==> src/hw/rtl/setcnf_pkg.sv <==
// ----------------------------------------------------------------------------
// setcnf_pkg
// Shared types, token codes and the coordinate table for the set statement
// to CNF literal translator.
// ----------------------------------------------------------------------------
package setcnf_pkg;

   localparam int TokenWidth   = 6;
   localparam int LiteralWidth = 9;
   localparam int CoordWidth   = 5;
   localparam int QueueDepth   = 4;
   localparam int PtrWidth     = $clog2(QueueDepth);
   localparam int CountWidth   = $clog2(QueueDepth + 1);

   localparam logic [TokenWidth-1:0] TokEnd          = 6'd0;
   localparam logic [TokenWidth-1:0] TokRelIn        = 6'd32;
   localparam logic [TokenWidth-1:0] TokRelNotIn     = 6'd33;
   localparam logic [TokenWidth-1:0] TokRelLimit     = 6'd34;
   localparam logic [TokenWidth-1:0] TokOpUnion      = 6'd37;
   localparam logic [TokenWidth-1:0] TokOpIntersect  = 6'd38;
   localparam logic [TokenWidth-1:0] TokTableMax     = 6'd30;
   localparam logic [CoordWidth-1:0] RowMax          = 5'd11;

   typedef enum logic [7:0] {
      PH_OBJ     = 8'b0000_0001,
      PH_REL     = 8'b0000_0010,
      PH_TGT     = 8'b0000_0100,
      PH_OP      = 8'b0000_1000,
      PH_OPERAND = 8'b0001_0000,
      PH_GAP     = 8'b0010_0000,
      PH_DRAIN_S = 8'b0100_0000,
      PH_DRAIN_Q = 8'b1000_0000
   } phase_type;

   typedef enum logic [1:0] {
      POL_NONE    = 2'd0,
      POL_INCLUDE = 2'd1,
      POL_EXCLUDE = 2'd2
   } polarity_type;

   typedef struct packed {
      logic signed [LiteralWidth-1:0] literal;
      logic                           range_error;
      logic                           last;
   } result_type;

   // row/column coordinate of a table token (1..30)
   function automatic logic [CoordWidth-1:0] coord_of(input logic [TokenWidth-1:0] tok);
      logic [CoordWidth-1:0] c;
      case (tok)
         6'd1:    c = 5'd0;
         6'd2:    c = 5'd0;
         6'd3:    c = 5'd1;
         6'd4:    c = 5'd2;
         6'd5:    c = 5'd1;
         6'd6:    c = 5'd3;
         6'd7:    c = 5'd2;
         6'd8:    c = 5'd4;
         6'd9:    c = 5'd3;
         6'd10:   c = 5'd4;
         6'd11:   c = 5'd5;
         6'd12:   c = 5'd6;
         6'd13:   c = 5'd5;
         6'd14:   c = 5'd7;
         6'd15:   c = 5'd8;
         6'd16:   c = 5'd9;
         6'd17:   c = 5'd10;
         6'd18:   c = 5'd11;
         6'd19:   c = 5'd6;
         6'd20:   c = 5'd7;
         6'd21:   c = 5'd8;
         6'd22:   c = 5'd9;
         6'd23:   c = 5'd10;
         6'd24:   c = 5'd11;
         6'd25:   c = 5'd12;
         6'd26:   c = 5'd13;
         6'd27:   c = 5'd14;
         6'd28:   c = 5'd15;
         6'd29:   c = 5'd16;
         6'd30:   c = 5'd17;
         default: c = 5'd0;
      endcase
      return c;
   endfunction

   function automatic result_type separator();
      result_type r;
      r.literal     = '0;
      r.range_error = 1'b0;
      r.last        = 1'b0;
      return r;
   endfunction

   // literal for one operand: var = row*18 + col + 1, negated for exclusion
   function automatic result_type make_literal(input logic [TokenWidth-1:0] obj,
                                               input logic [TokenWidth-1:0] tgt,
                                               input polarity_type          pol);
      result_type                r;
      logic [CoordWidth-1:0]     row;
      logic [CoordWidth-1:0]     col;
      logic [LiteralWidth-1:0]   var_num;
      row = coord_of(tgt);
      col = coord_of(obj);
      var_num = {row, 4'b0000} + {3'b000, row, 1'b0} + {4'b0000, col} + 9'd1;
      r = separator();
      if (obj == TokEnd || obj > TokTableMax || tgt == TokEnd || tgt > TokTableMax ||
          row > RowMax) begin
         r.range_error = 1'b1;
      end else if (pol == POL_INCLUDE) begin
         r.literal = var_num;
      end else if (pol == POL_EXCLUDE) begin
         r.literal = 9'd0 - var_num;
      end
      return r;
   endfunction

endpackage

==> src/hw/rtl/set_statement_to_cnf_literals_top.sv <==
// ----------------------------------------------------------------------------
// set_statement_to_cnf_literals_top
// Parses zero-terminated set statements token by token and emits signed
// CNF literals with clause separators.
//
// Usage:
//   req channel: one token per request (req_token, req_string_start); a set
//   string_start clears the parse state before its token is parsed.
//   rsp channel: zero, one or two results per token (rsp_literal,
//   rsp_range_error, rsp_last); rsp_last marks the final result of a token.
//   Results of a token are written to the result queue when it is taken.
//   Throughput: one token per cycle while req_ready is high; the parse state
//   is registered and results land in a four-entry result queue, so the rate
//   is set by the rsp side draining that queue (one result per cycle).
//   req_ready is high while the queue has room for two results, so tokens
//   keep flowing while a result waits to be taken.
//   Reset: parse state returns to waiting for an object, queue empties.
//   Stall: when rsp_ready is low the queue fills and req_ready drops; no
//   result is lost or repeated.
// ----------------------------------------------------------------------------
module set_statement_to_cnf_literals_top
   import setcnf_pkg::*;
(
   input  logic                           clock,
   input  logic                           reset,
   input  logic                           req_valid,
   output logic                           req_ready,
   input  logic [TokenWidth-1:0]          req_token,
   input  logic                           req_string_start,
   output logic                           rsp_valid,
   input  logic                           rsp_ready,
   output logic signed [LiteralWidth-1:0] rsp_literal,
   output logic                           rsp_range_error,
   output logic                           rsp_last
);

   phase_type              phase_ff, phase_in, phase_cur;
   logic [TokenWidth-1:0]  object_ff, object_in, object_cur;
   logic [TokenWidth-1:0]  relation_ff, relation_in, relation_cur;
   logic [TokenWidth-1:0]  operator_ff, operator_in, operator_cur;
   polarity_type           polarity_ff, polarity_in, polarity_cur;

   result_type             queue_ff [QueueDepth];
   logic [PtrWidth-1:0]    wr_ptr_ff, wr_ptr_in;
   logic [PtrWidth-1:0]    rd_ptr_ff, rd_ptr_in;
   logic [CountWidth-1:0]  count_ff, count_in;

   logic                   req_fire;
   logic                   rsp_fire;
   logic [1:0]             push_num;
   result_type             res0, res1;
   result_type             head;

   assign req_ready = (count_ff <= CountWidth'(QueueDepth - 2));
   assign req_fire  = req_valid && req_ready;
   assign rsp_valid = (count_ff != '0);
   assign rsp_fire  = rsp_valid && rsp_ready;

   // parse step for one token
   always_comb begin
      if (req_string_start) begin
         phase_cur    = PH_OBJ;
         object_cur   = '0;
         relation_cur = '0;
         operator_cur = '0;
         polarity_cur = POL_NONE;
      end else begin
         phase_cur    = phase_ff;
         object_cur   = object_ff;
         relation_cur = relation_ff;
         operator_cur = operator_ff;
         polarity_cur = polarity_ff;
      end

      phase_in    = phase_cur;
      object_in   = object_cur;
      relation_in = relation_cur;
      operator_in = operator_cur;
      polarity_in = polarity_cur;
      push_num    = 2'd0;
      res0        = separator();
      res1        = separator();

      unique case (phase_cur)
         PH_OBJ: begin
            if (req_token != TokEnd) begin
               object_in = req_token;
               phase_in  = PH_REL;
            end
         end
         PH_REL: begin
            if (req_token != TokEnd) begin
               relation_in = req_token;
               phase_in    = PH_TGT;
            end
         end
         PH_TGT: begin
            if (req_token == TokEnd) begin
               phase_in    = PH_OBJ;
               object_in   = '0;
               relation_in = '0;
               operator_in = '0;
               polarity_in = POL_NONE;
            end else if (relation_cur >= TokRelLimit) begin
               phase_in = PH_DRAIN_Q;
            end else begin
               polarity_in = (relation_cur == TokRelIn)    ? POL_INCLUDE :
                             (relation_cur == TokRelNotIn) ? POL_EXCLUDE : POL_NONE;
               res0     = make_literal(object_cur, req_token, polarity_in);
               push_num = 2'd1;
               phase_in = PH_OP;
            end
         end
         PH_OP: begin
            if (req_token == TokEnd) begin
               push_num    = 2'd1;
               phase_in    = PH_OBJ;
               object_in   = '0;
               relation_in = '0;
               operator_in = '0;
               polarity_in = POL_NONE;
            end else begin
               operator_in = req_token;
               phase_in    = (req_token == TokOpUnion || req_token == TokOpIntersect) ?
                             PH_OPERAND : PH_DRAIN_S;
            end
         end
         PH_OPERAND: begin
            if (req_token == TokEnd) begin
               push_num    = 2'd1;
               phase_in    = PH_OBJ;
               object_in   = '0;
               relation_in = '0;
               operator_in = '0;
               polarity_in = POL_NONE;
            end else begin
               // de morgan split puts a separator ahead of the literal
               if ((operator_cur == TokOpUnion && polarity_cur == POL_EXCLUDE) ||
                   (operator_cur == TokOpIntersect && polarity_cur == POL_INCLUDE)) begin
                  res1     = make_literal(object_cur, req_token, polarity_cur);
                  push_num = 2'd2;
               end else begin
                  res0     = make_literal(object_cur, req_token, polarity_cur);
                  push_num = 2'd1;
               end
               phase_in = PH_GAP;
            end
         end
         PH_GAP, PH_DRAIN_S: begin
            if (req_token == TokEnd) begin
               push_num    = 2'd1;
               phase_in    = PH_OBJ;
               object_in   = '0;
               relation_in = '0;
               operator_in = '0;
               polarity_in = POL_NONE;
            end else if (phase_cur == PH_GAP) begin
               phase_in = PH_OPERAND;
            end
         end
         PH_DRAIN_Q: begin
            if (req_token == TokEnd) begin
               phase_in    = PH_OBJ;
               object_in   = '0;
               relation_in = '0;
               operator_in = '0;
               polarity_in = POL_NONE;
            end
         end
         default: begin
            phase_in    = PH_OBJ;
            object_in   = '0;
            relation_in = '0;
            operator_in = '0;
            polarity_in = POL_NONE;
         end
      endcase

      if (push_num == 2'd1) begin
         res0.last = 1'b1;
      end else if (push_num == 2'd2) begin
         res1.last = 1'b1;
      end
   end

   always_comb begin
      wr_ptr_in = wr_ptr_ff;
      rd_ptr_in = rd_ptr_ff;
      count_in  = count_ff;
      if (req_fire) begin
         wr_ptr_in = wr_ptr_ff + PtrWidth'(push_num);
         count_in  = count_in + CountWidth'(push_num);
      end
      if (rsp_fire) begin
         rd_ptr_in = rd_ptr_ff + PtrWidth'(1);
         count_in  = count_in - CountWidth'(1);
      end
   end

   always_ff @(posedge clock) begin
      if (reset) begin
         phase_ff    <= PH_OBJ;
         object_ff   <= '0;
         relation_ff <= '0;
         operator_ff <= '0;
         polarity_ff <= POL_NONE;
         wr_ptr_ff   <= '0;
         rd_ptr_ff   <= '0;
         count_ff    <= '0;
      end else begin
         if (req_fire) begin
            phase_ff    <= phase_in;
            object_ff   <= object_in;
            relation_ff <= relation_in;
            operator_ff <= operator_in;
            polarity_ff <= polarity_in;
         end
         wr_ptr_ff <= wr_ptr_in;
         rd_ptr_ff <= rd_ptr_in;
         count_ff  <= count_in;
      end
   end

   // result queue storage
   always_ff @(posedge clock) begin
      if (req_fire && push_num != 2'd0) begin
         queue_ff[wr_ptr_ff] <= res0;
      end
      if (req_fire && push_num == 2'd2) begin
         queue_ff[wr_ptr_ff + PtrWidth'(1)] <= res1;
      end
   end

   assign head            = queue_ff[rd_ptr_ff];
   assign rsp_literal     = head.literal;
   assign rsp_range_error = head.range_error;
   assign rsp_last        = head.last;

   a_count_bound: assert property (@(posedge clock) disable iff (reset)
      count_ff <= CountWidth'(QueueDepth))
      else $error("result queue count above depth");

   a_reset_empty: assert property (@(posedge clock)
      (!reset && $past(reset)) |-> count_ff == '0)
      else $error("result queue not empty after reset");

   a_pair_sep_first: assert property (@(posedge clock) disable iff (reset)
      (req_fire && push_num == 2'd2) |-> (res0.literal == '0 && !res0.range_error))
      else $error("two results from a token without a leading separator");

   a_drain_silent: assert property (@(posedge clock) disable iff (reset)
      (req_fire && phase_cur == PH_DRAIN_Q) |-> push_num == 2'd0)
      else $error("result produced while draining an unfinished statement");

   a_count_track: assert property (@(posedge clock) disable iff (reset)
      (!req_fire && !rsp_fire) |=> $stable(count_ff))
      else $error("queue count moved without a handshake");

endmodule
==> config.mk <==
export PLATFORM = sky130hd
export DESIGN_NAME = set_statement_to_cnf_literals_top
export DESIGN_NICKNAME = d
export VERILOG_FILES = /design/src/hw/rtl/setcnf_pkg.sv /design/src/hw/rtl/set_statement_to_cnf_literals_top.sv
export SDC_FILE = /design/constraint.sdc
export NUM_CORES = 1
export LEC_CHECK = 0
export BUFFER_PORTS_ARGS = -buffer_cell sky130_fd_sc_hd__buf_2
export CAP_MARGIN = 20
export CORE_ASPECT_RATIO = 0.6
export CORE_MARGIN = 5
export CORE_UTILIZATION = 28
export CTS_BUF_LIST = sky130_fd_sc_hd__clkbuf_2
export CTS_CLUSTER_DIAMETER = 50
export DETAILED_ROUTE_END_ITERATION = 7
export PLACE_DENSITY_LB_ADDON = 0.2
export SLEW_MARGIN = 10
export SYNTH_ARGS = -nofsm -noshare
export SYNTH_HDL_FRONTEND = slang
export SYNTH_SLANG_ARGS = --single-unit
export TNS_END_PERCENT = 50
==> constraint.sdc <==
create_clock -name clock -period 7.2 [get_ports clock]
set_clock_uncertainty 0.05 [all_clocks]
set_input_delay 0.36 -clock clock [delete_from_list [all_inputs] [get_ports clock]]
set_output_delay 0.36 -clock clock [all_outputs]
set_load 0.005 [all_outputs]
==> results of run 1 <==
-- cells by family (layout without fill, tap and decap cells) --
logic type / after synthesis / in the layout / synth area share [%]
AO/OA/AOI/OAI: 192 / 192 / 24.9
XOR/XNOR: 19 / 19 / 3.15
multiplexers: 16 / 16 / 5.46
flip-flops: 81 / 81 / 37.3
adder cells (fa/ha/maj): 24 / 24 / 5.85
buffers and inverters: 49 / 62 / 3.76
AND/OR/NAND/NOR: 196 / 196 / 19.6
-- worst reg2reg max path: stages, from the launching register on --
cell	delay, ns
dfxtp_1	0.73
xnor2_1	0.21
nor2b_1	0.06
o21ai_0	0.14
o21ai_0	0.10
a211oi_1	0.25
ha_1	0.32
ha_1	0.27
fa_1	0.41
xnor2_1	0.45
and3b_1	0.24
o221ai_1	0.25
o311a_1	0.37
a222oi_1	0.45
o31ai_1	0.17
-- cells in the final DEF (no fill, tap or decap), drive strengths merged, types with 21 or more instances in the layout --
cell type | netlist | layout
nor2 | 51 | 51
nand2 | 47 | 47
o21ai | 47 | 47
edfxtp | 44 | 44
dfxtp | 37 | 37
a21oi | 31 | 31
buf | 14 | 27
ha | 21 | 21
inv | 17 | 21
-- cell usage after synthesis, types with 11 or more instances --
master    count
nor2_1       50
nand2_1      46
o21ai_0      45
edfxtp_1     44
dfxtp_1      37
a21oi_1      29
ha_1         21
clkbuf_1     18
a22o_1       15
inv_1        15
nand2b_1     13
nor3_1       13
nor2b_1      12
mux4_2       11
nand3_1      11
-- routing by layer --
metal | GRT usage, % | vias up | routed length [um] | share of wire (%)
met5 | 0 | - | 0 | 0
met3 | 2.42 | 10 | 657 | 4.2
met1 | 22.0 | 2273 | 8350 | 53
met2 | 18.9 | 122 | 6480 | 41
met4 | 2.96 | 0 | 146 | 0.93
li1 | - | 2228 | - | -
-- sequential cells by signal, summed over array words and instances, names as in the netlist, named ones only --
signal,count
polarity_ff,2
count_ff,3
queue_ff,44
relation_ff,6
object_ff,6
phase_ff,8
rd_ptr_ff,2
wr_ptr_ff,2
operator_ff,6
-- through the flow --
| stage | utilization [%] | area (um2) |
|---|---|---|
| finish | 31.2 | 6000 |
| global route | 31.2 | 6000 |
| CTS | 31.2 | 6000 |
| detailed placement | 30.5 | 5860 |
| global placement | 30.4 | 5850 |
| floorplan | - | 5520 |
-- final cells by class --
type	instances	area, um2
Clock buffer	9	45.0
Inverter	17	63.8
Multi-Input combinational cell	447	3250
Tap cell	266	333
Timing Repair Buffer	29	169
Fill cell	2009	13200
Sequential cell	81	2060
Clock inverter	7	73.8
-- worst min path at each step --
stage                   startpoint              to  cells past startpoint
floorplan           operator_ff[2]  operator_ff[2]                      1
global placement    operator_ff[2]  operator_ff[2]                      1
detailed placement  relation_ff[4]  relation_ff[4]                      1
CTS                   req_token[0]    object_ff[0]                      2
global route          req_token[0]  operator_ff[0]                      2
finish                req_token[0]    object_ff[0]                      2
-- timing repair --
action / CTS / global route
hold endpoints to repair: 2 / 0
hold buffers: 2 / 0
setup endpoints to repair: 0 / 0
buffers inserted: 0 / 0
-- power groups by stage --
stage,clock [mW],combinational (mW),sequential (mW)
after detailed placement,0,0.344,0.566
after global routing,0.285,0.381,0.564
after global placement,0,0.342,0.563
final,0.255,0.346,0.555
after floorplan,0,0.268,0.531
after CTS,0.268,0.348,0.556
==> impl_metrics.ini, run 1 <==
[run_status]
status = finished clean

[synthesis]
ys_seq_area_share_pct = 37.3
synth_cell_types = 92
yosysTopAreaCellShare_pct = 23.9
postSynth.asyncResetShare_pct = 0
syn_nets = 612
synth_flop_cell = edfxtp_1
yosysWarnings = 0
synth_top_cell_by_area = edfxtp_1
netlist_instances = 577
synth_edf_count = 44
ys_ff_latch = 81
avgSynthCellArea_um2 = 9.57
ys_top_cells_by_area = edfxtp_1 (24%), dfxtp_1 (13%), ha_1 (4.8%), mux4_2 (4.5%), o21ai_0 (4.1%)
synth_area_mm2 = 0.00552

[worst_setup_path]
endpoint = queue_ff[1][10]
cp_max_fo = 7
path_depth = 16
cp-end-kind = flop
max_stage_delay_ns = 0.52
worstRegToRegCells = 14
crit_chain = dlygate4sd3_1, buf_2, inv_1, ha_1, nor2b_1, a211oi_1, a311oi_1, a311oi_1, ha_1, fa_1, xnor2_1, and3b_1, o221ai_1, o311a_1, a222oi_1, o31ai_1
path_buf_inv = 3
worst-setup-path-type = in -> reg
cp.arrival_ns = 5.07
startpoint_type = input port
critical-path-top-delay-family = compound AO/OA/AOI/OAI gates
rr_startpoint = object_ff[0]
worstPathRequired_ns = 7.53
slowest_stage = dlygate4sd3_1
regToRegSetupSlack_ns = 2.54
worstSetupStartpoint = req_token[1]
worstReg2RegEnd = queue_ff[1][10]

[die]
core.rowCount = 39
die_area_mm2 = 0.0227
fp.dieH_um = 119
initial_core_util_pct = 28.7
core_mm2 = 0.0192
io_pins = 24
die_w_um = 191

[final_layout]
final_layout_size_suffix_gt1_share_pct = 14.7
fin_nets = 620
finalNonFillerCells = 856
n_antenna_cell = 0
synthToLayoutAreaGrowth_pct = 8.63

[global_routing]
grt_pass1_wl_mm = 24.8
grt_pass1_vias = 4260
grt_use_total_pct = 13.7
globalRouteOverflowTotal = 0
grt_max_degree = 21
antenna_found_initial = 0

[clock_network]
clock_sinks = 81
cts-htree-levels = 3
ctsResizeCount = 0
clk_pin_slew_worst_paths_ns = 0.29
cts_buffers = 9
cts_max_path_buffers = 2
ctsRootBufferMaster = clkbuf_2
clk_latency_ns = 0.59
cts_tree = built

[drt]
drtIter0Drc = 433
drc = 0
wl_per_cell_um = 18.3
num_vias = 4633
firstDrtPassIters = 5
routed_wl_mm = 15.6
via_per_inst = 5.41
ant_nets = 0

[placement]
dp_slack_ns = 2.33
place.gp.congestion = 0.854
dp.cells = 838
portBuffers = 23
hpwl_mm = 11.5

[power_and_ir_drop]
p_int_mw = 0.718
power_mw = 1.16
p_sw_share_pct = 37.8
power.switching_mw = 0.437
p_comb_share_pct = 30.0
p_clk_share_pct = 22.0
power_frac_seq_pct = 48.0
powerDensity_mw_per_mm2 = 193
p_leak_nw = 2.15
vdd_drop_max_uv = 72.9

[timing]
period_share_pct = 65.9
tightest_slew_ns = 0.822
hold_violations = 0
period_minus_slack_ns = 4.74
fmax_ghz = 0.211
rsz0062_at_grt = no
max_slew_margin_pct = 45.1
fin_setup_tns_ns = 0
worst_slack_ns = 2.46
maxSlewViolCount = 0
setup_viol = 0
whs_ns = 0.0994

[run]
maxCapViolations = 0

[min_path]
hp-class = in -> reg
(Power assumes the default switching activity.)
==> run 2: changes to the inputs <==
--- a/config.mk
+++ b/config.mk
@@ -5,6 +5,7 @@
 export SDC_FILE = /design/constraint.sdc
 export NUM_CORES = 1
 export LEC_CHECK = 0
+export ABC_AREA = 1
 export BUFFER_PORTS_ARGS = -buffer_cell sky130_fd_sc_hd__buf_2
 export CAP_MARGIN = 20
 export CORE_ASPECT_RATIO = 0.6
==> constraint.sdc (replaced) <==
create_clock -name clock -period 4.5 [get_ports clock]
set_clock_uncertainty 0.05 [all_clocks]
set_input_delay 0.225 -clock clock [delete_from_list [all_inputs] [get_ports clock]]
set_output_delay 0.225 -clock clock [all_outputs]
set_load 0.005 [all_outputs]
==> run 2 against run 1 <==
Count of clock-buffer cells in the layout is 2 higher. Sequential share of layout area is 2.9 points lower. Combinational power is 70% higher. First-iteration DRC count is 18% higher. Total power is 57% higher. Routed wire length is 18% higher. Via count is 28% higher. Register-to-register slack worse by 2.1 ns. Hold slack better by 0.074 ns. Utilization is 0.12 points lower. Synthesized cell count is 50% higher. Sequential power is 50% higher. Critical path type unchanged. Largest cell class unchanged.
==> impl_metrics.ini, run 2 <==
[worst_setup_path]
startpoint_type = input port
worstPathRequired_ns = 4.90
regToRegSetupSlack_ns = 0.47
worst-setup-path-type = in -> reg
worstReg2RegEnd = queue_ff[1][10]
cp.arrival_ns = 4.52
worstRegToRegCells = 22
cp_max_fo = 6
rr_startpoint = object_ff[0]
cp-end-kind = flop
worstSetupStartpoint = req_token[0]

[die]
die_area_mm2 = 0.0246
fp.dieH_um = 124
core_mm2 = 0.0211
die_w_um = 199
core.rowCount = 41
initial_core_util_pct = 28.6
io_pins = 24

[clock_network]
ctsResizeCount = 0
clk_latency_ns = 0.60
cts_hold_buf = 4
clk_pin_slew_worst_paths_ns = 0.20
cts_max_path_buffers = 2
cts-htree-levels = 3
cts_setup_buffers = 0
ctsRootBufferMaster = clkbuf_2
clock_sinks = 81
cts_tree = built
cts_buffers = 9

[synthesis]
yosysMostFrequentCell = nand2_1
synth_cell_types = 45
ys_seq_area_share_pct = 34.2
avgSynthCellArea_um2 = 6.95
synth_top_cell_by_area = edfxtp_1
syn_nets = 902
yosysTopAreaCellShare_pct = 21.9
ys_ff_latch = 81
synth_edf_count = 44
netlist_instances = 867
yosys-top-cells-count = nand2_1 (223), nand3_1 (99), inv_1 (75)
postSynth.asyncResetShare_pct = 0
ys_top_cells_by_area = edfxtp_1 (22%), nand2_1 (14%), dfxtp_1 (12%), nand3_1 (8.2%), inv_1 (4.7%)
synth_flop_cell = edfxtp_1
synth_area_mm2 = 0.00602
yosysWarnings = 0

[drt]
drtIter0Drc = 511
via_per_inst = 5.09
firstDrtPassIters = 6
drc = 0
wl_per_cell_um = 15.7
routed_wl_mm = 18.4
num_vias = 5941
ant_nets = 0

[placement]
dp_slack_ns = 0.249
portBuffers = 23
hpwl_mm = 13.5
dpl-instance-area_mm2 = 0.00641
place.gp.congestion = 0.852

[min_path]
hp-class = in -> reg
hold_depth = 5
hold_path_end = operator_ff[4]
min-delay-start = req_token[4]

[final_layout]
synthToLayoutAreaGrowth_pct = 8.85
n_antenna_cell = 0
fin_area_mm2 = 0.00656
reg.largest.list = queue_ff (44), phase_ff (8)
most-common-layout-cells = nand2_1 (223), nand3_1 (98), inv_1 (75)
largest_reg_flops = 44
regMostFlops = queue_ff
final_layout_size_suffix_gt1_share_pct = 10.5
layout_commonest_cell = nand2_1
fillers = 2281
fin_nets = 919

[run_status]
status = finished clean

[global_routing]
grt_max_degree = 47
globalRouteOverflowTotal = 0
antenna_found_initial = 0
grt_pass1_wl_mm = 30.3
grt_pass1_vias = 5439
grt_use_total_pct = 15.6

[timing]
hold_violations = 0
tightest_slew_ns = 1.02
maxSlewViolCount = 0
worst_slack_ns = 0.381
max_slew_margin_pct = 31.4
period_minus_slack_ns = 4.12
whs_ns = 0.173
fmax_ghz = 0.243
period_share_pct = 91.5
setup_viol = 0
rsz0062_at_grt = no
fin_setup_tns_ns = 0

[run]
maxCapViolations = 0

[power_and_ir_drop]
p_leak_nw = 2.84
vdd_drop_max_uv = 274
powerDensity_mw_per_mm2 = 277
run 2: cell count changes in the layout (fill, tap and decap cells not counted), sizes merged, moves of 16 or more:
cell    change
nand2     +180
nand3      +89
inv        +69
nor2       +34
o21ai      +34
nand4      +20
o211ai     +19
a22o       -16
run 2: metal layers:
layer  track usage, %  part of all wire [%]  up-vias
li1                 -                     -     3022
met4             3.22                   1.1        0
met3             3.78                   6.3       15
met2             21.4                    39      150
met5                0                     0        -
met1             24.6                    54     2754
run 2: worst max path at each step:
stage,end,slack [ns],cells after the start
after floorplan,queue_ff[0][10],1.09,21
after global placement,queue_ff[1][10],0.34,20
after detailed placement,queue_ff[1][10],0.25,23
after CTS,queue_ff[1][10],0.47,24
after global routing,queue_ff[0][10],0.07,23
final,queue_ff[1][10],0.38,24
run 2: power breakdown:
group / leakage [nW] / internal (mW) / switching (mW) / total [mW]
clock: 0.0684 / 0.127 / 0.266 / 0.393
combinational: 1.96 / 0.188 / 0.399 / 0.587
sequential: 0.812 / 0.803 / 0.0310 / 0.834
total: 2.84 / 1.12 / 0.696 / 1.81
run 2: through the flow:
step | cells | power (mW) | utilization (%)
CTS | 1168 | 1.85 | 31.1
floorplan | 867 | 1.25 | -
detailed placement | 1148 | 1.44 | 30.4
finish | 1168 | 1.81 | 31.1
global route | 1168 | 1.96 | 31.1
global placement | 1148 | 1.44 | 30.4
run 2: kinds of logic after synthesis:
| logic type | count (synthesis) | synth area share, % |
|---|---|---|
| buffers and inverters | 122 | 8.27 |
| AND/OR/NAND/NOR | 458 | 34.4 |
| adder cells (fa/ha/maj) | 24 | 5.36 |
| XOR/XNOR | 1 | 0.145 |
| AO/OA/AOI/OAI | 179 | 17.2 |
| multiplexers | 2 | 0.332 |
| flip-flops | 81 | 34.2 |
run 2: final cells by class:
| cell class | instances | area [um2] | area share [%] |
|---|---|---|---|
| flip-flops and latches | 81 | 2060 | 31.5 |
| well taps | 279 | 349 | 5.33 |
| multi-input cells | 664 | 3470 | 52.9 |
| inverters | 90 | 338 | 5.15 |
| clock inverters | 5 | 46.3 | 0.706 |
| repair buffers | 38 | 238 | 3.63 |
| clock buffers | 11 | 55.1 | 0.840 |
run 2: worst max-delay path, stage by stage:
cell,delay (ns)
dlygate4sd3_1,0.52
buf_2,0.21
inv_1,0.16
ha_1,0.27
nor2_1,0.16
nand2_1,0.09
o221ai_1,0.16
o31ai_1,0.15
ha_1,0.38
ha_1,0.26
fa_1,0.44
inv_1,0.08
nand2_1,0.04
nand2_1,0.09
inv_1,0.09
nor2_1,0.18
nand3_1,0.13
nor2_1,0.14
nand2_1,0.08
nor2_1,0.09
nand2_1,0.07
nand3_1,0.19
nand3_1,0.18
nand3_1,0.13
==> run 3: changes to the inputs <==
--- a/config.mk
+++ b/config.mk
@@ -8,7 +8,7 @@
 export ABC_AREA = 1
 export BUFFER_PORTS_ARGS = -buffer_cell sky130_fd_sc_hd__buf_2
 export CAP_MARGIN = 20
-export CORE_ASPECT_RATIO = 0.6
+export CORE_ASPECT_RATIO = 0.75
 export CORE_MARGIN = 5
 export CORE_UTILIZATION = 28
 export CTS_BUF_LIST = sky130_fd_sc_hd__clkbuf_2
@@ -19,4 +19,3 @@
 export SYNTH_ARGS = -nofsm -noshare
 export SYNTH_HDL_FRONTEND = slang
 export SYNTH_SLANG_ARGS = --single-unit
-export TNS_END_PERCENT = 50
==> constraint.sdc (replaced) <==
create_clock -name clock -period 4.69 [get_ports clock]
set_clock_uncertainty 0.05 [all_clocks]
set_input_delay 0.2345 -clock clock [delete_from_list [all_inputs] [get_ports clock]]
set_output_delay 0.2345 -clock clock [all_outputs]
set_load 0.005 [all_outputs]
==> run 3 against run 2 <==
Critical path depth fell by 3. Sequential power fell by 4.1%. Clock power rose by 10%. Count of clock-buffer cells in the layout fell by 1. Critical endpoint is now queue_ff[3][10]. Largest cell class unchanged.
==> impl_metrics.ini, run 3 (synthesis gave the netlist of run 2 again) <==
[run_status]
status = finished clean

[timing]
whs_ns = 0.0784
period_share_pct = 83.3
worst_slack_ns = 0.783
tightest_slew_ns = 0.957
setup_viol = 0
fmax_ghz = 0.256
fin_setup_tns_ns = 0
period_minus_slack_ns = 3.91
hold_violations = 0
max_slew_margin_pct = 35.6
rsz0062_at_grt = no
maxSlewViolCount = 0

[drt]
via_per_inst = 4.97
ant_nets = 0
num_vias = 5842
firstDrtPassIters = 5
wl_per_cell_um = 14.9
drtIter0Drc = 502
routed_wl_mm = 17.5
drc = 0

[global_routing]
grt_use_total_pct = 14.7
grt_max_degree = 40
antenna_found_initial = 1
grt_pass1_vias = 5380
grtUsageMet3_pct = 2.57
met2_usage_pct = 22.5
grt_pass1_wl_mm = 28.6
grt_util_met1_pct = 21.5
globalRouteOverflowTotal = 0
grt_busiest_layer = met2

[die]
initial_core_util_pct = 28.4
core_mm2 = 0.0212
fp.dieH_um = 137
die_w_um = 179
die_area_mm2 = 0.0246
core.rowCount = 46
io_pins = 24

[power_and_ir_drop]
powerDensity_mw_per_mm2 = 272
p_leak_nw = 2.84
power_mw = 1.79
vdd_drop_max_uv = 213

[worst_setup_path]
slowest_stage = fa_1
cp-end-kind = flop
startpoint_type = flop
max_stage_delay_ns = 0.44
crit_top_cell = nand2_1
worst-setup-path-type = reg -> reg
cp_max_fo = 8
critical-path-top-delay-family = simple AND/OR/NAND/NOR gates
cp.arrival_ns = 4.30
crit_chain = inv_1, nor2_1, nand2_1, a21oi_1, a32o_1, ha_1, ha_1, fa_1, inv_1, nand2_1, nand2_1, inv_1, nor2_1, nand3_1, nor2_1, nand2_1, nor2_1, nand2_1, nand3_1, nand3_1, nand3_1
path_buf_inv = 3
worstPathRequired_ns = 5.08

[min_path]
hp-class = in -> reg

[placement]
portBuffers = 23
hpwl_mm = 12.8
dp_slack_ns = 0.539
place.gp.congestion = 0.824
dp.cells = 1156

[final_layout]
fillers = 2382
regMostFlops = queue_ff
layout_commonest_cell = nand2_1
final_layout_size_suffix_gt1_share_pct = 10.7
largest_reg_flops = 44
reg.largest.list = queue_ff (44), phase_ff (8)
most-common-layout-cells = nand2_1 (223), nand3_1 (98), inv_1 (75)
fin_nets = 916
finalNonFillerCells = 1175
synthToLayoutAreaGrowth_pct = 9.14

[clock_network]
clk_pin_slew_worst_paths_ns = 0.23
ctsResizeCount = 0
cts-htree-levels = 3
clock_sinks = 81
ctsRootBufferMaster = clkbuf_2
cts_tree = built
cts_buffers = 9
cts_max_path_buffers = 2
clk_latency_ns = 0.57

[run]
maxCapViolations = 0
## run 3: path summary, 6_finish.rpt
path	from	end	slack, ns	depth (start not counted)
max	object_ff[4]	queue_ff[3][10]	0.78	21
min	req_token[0]	operator_ff[0]	0.08	5
max reg2reg	object_ff[4]	queue_ff[3][10]	0.78	21
min reg2reg	object_ff[4]	object_ff[4]	0.43	2
## run 3: per-layer routing
metal | up-vias | routed length [um] | part of all wire, %
met4 | 0 | 189 | 1.1
met5 | - | 0 | 0
li1 | 3004 | - | -
met2 | 155 | 7450 | 43
met3 | 13 | 862 | 4.9
met1 | 2670 | 8980 | 51
## run 3: cell type report
type	instances	area [um2]	area share, %
timing repair buffer	35	210	3.20
antenna	1	2.50	0.0381
clock buffer	10	50.0	0.761
tap	288	360	5.48
sequential	81	2060	31.4
clock inverter	6	82.6	1.26
multi-input combinational	664	3470	52.8
inverter	90	338	5.14
## run 3: power breakdown
part	internal [mW]	switching [mW]
logic	0.179	0.376
registers	0.771	0.0295
clock network	0.176	0.257
total	1.13	0.662
## run 3: repair_timing
action / in CTS / in global routing
buffers inserted: 0 / 0
hold endpoints to repair: 3 / 0
hold buffers: 2 / 0
## run 3: stage by stage
stage               cell area, um2  util (%)
floorplan                     6020         -
global placement              6420      30.3
detailed placement            6420      30.3
CTS                           6570      31.0
global route                  6570      31.0
finish                        6570      31.0
## run 3: worst reg2reg max path, cell delays in order, from the launching register on
cell and delay (ns):
dfxtp_1 0.38, inv_1 0.07, nor2_1 0.40, nand2_1 0.19
a21oi_1 0.16, a32o_1 0.14, ha_1 0.27, ha_1 0.26
fa_1 0.44, inv_1 0.08, nand2_1 0.04, nand2_1 0.09
inv_1 0.08, nor2_1 0.17, nand3_1 0.12, nor2_1 0.13
nand2_1 0.08, nor2_1 0.09, nand2_1 0.08, nand3_1 0.16
nand3_1 0.17, nand3_1 0.14
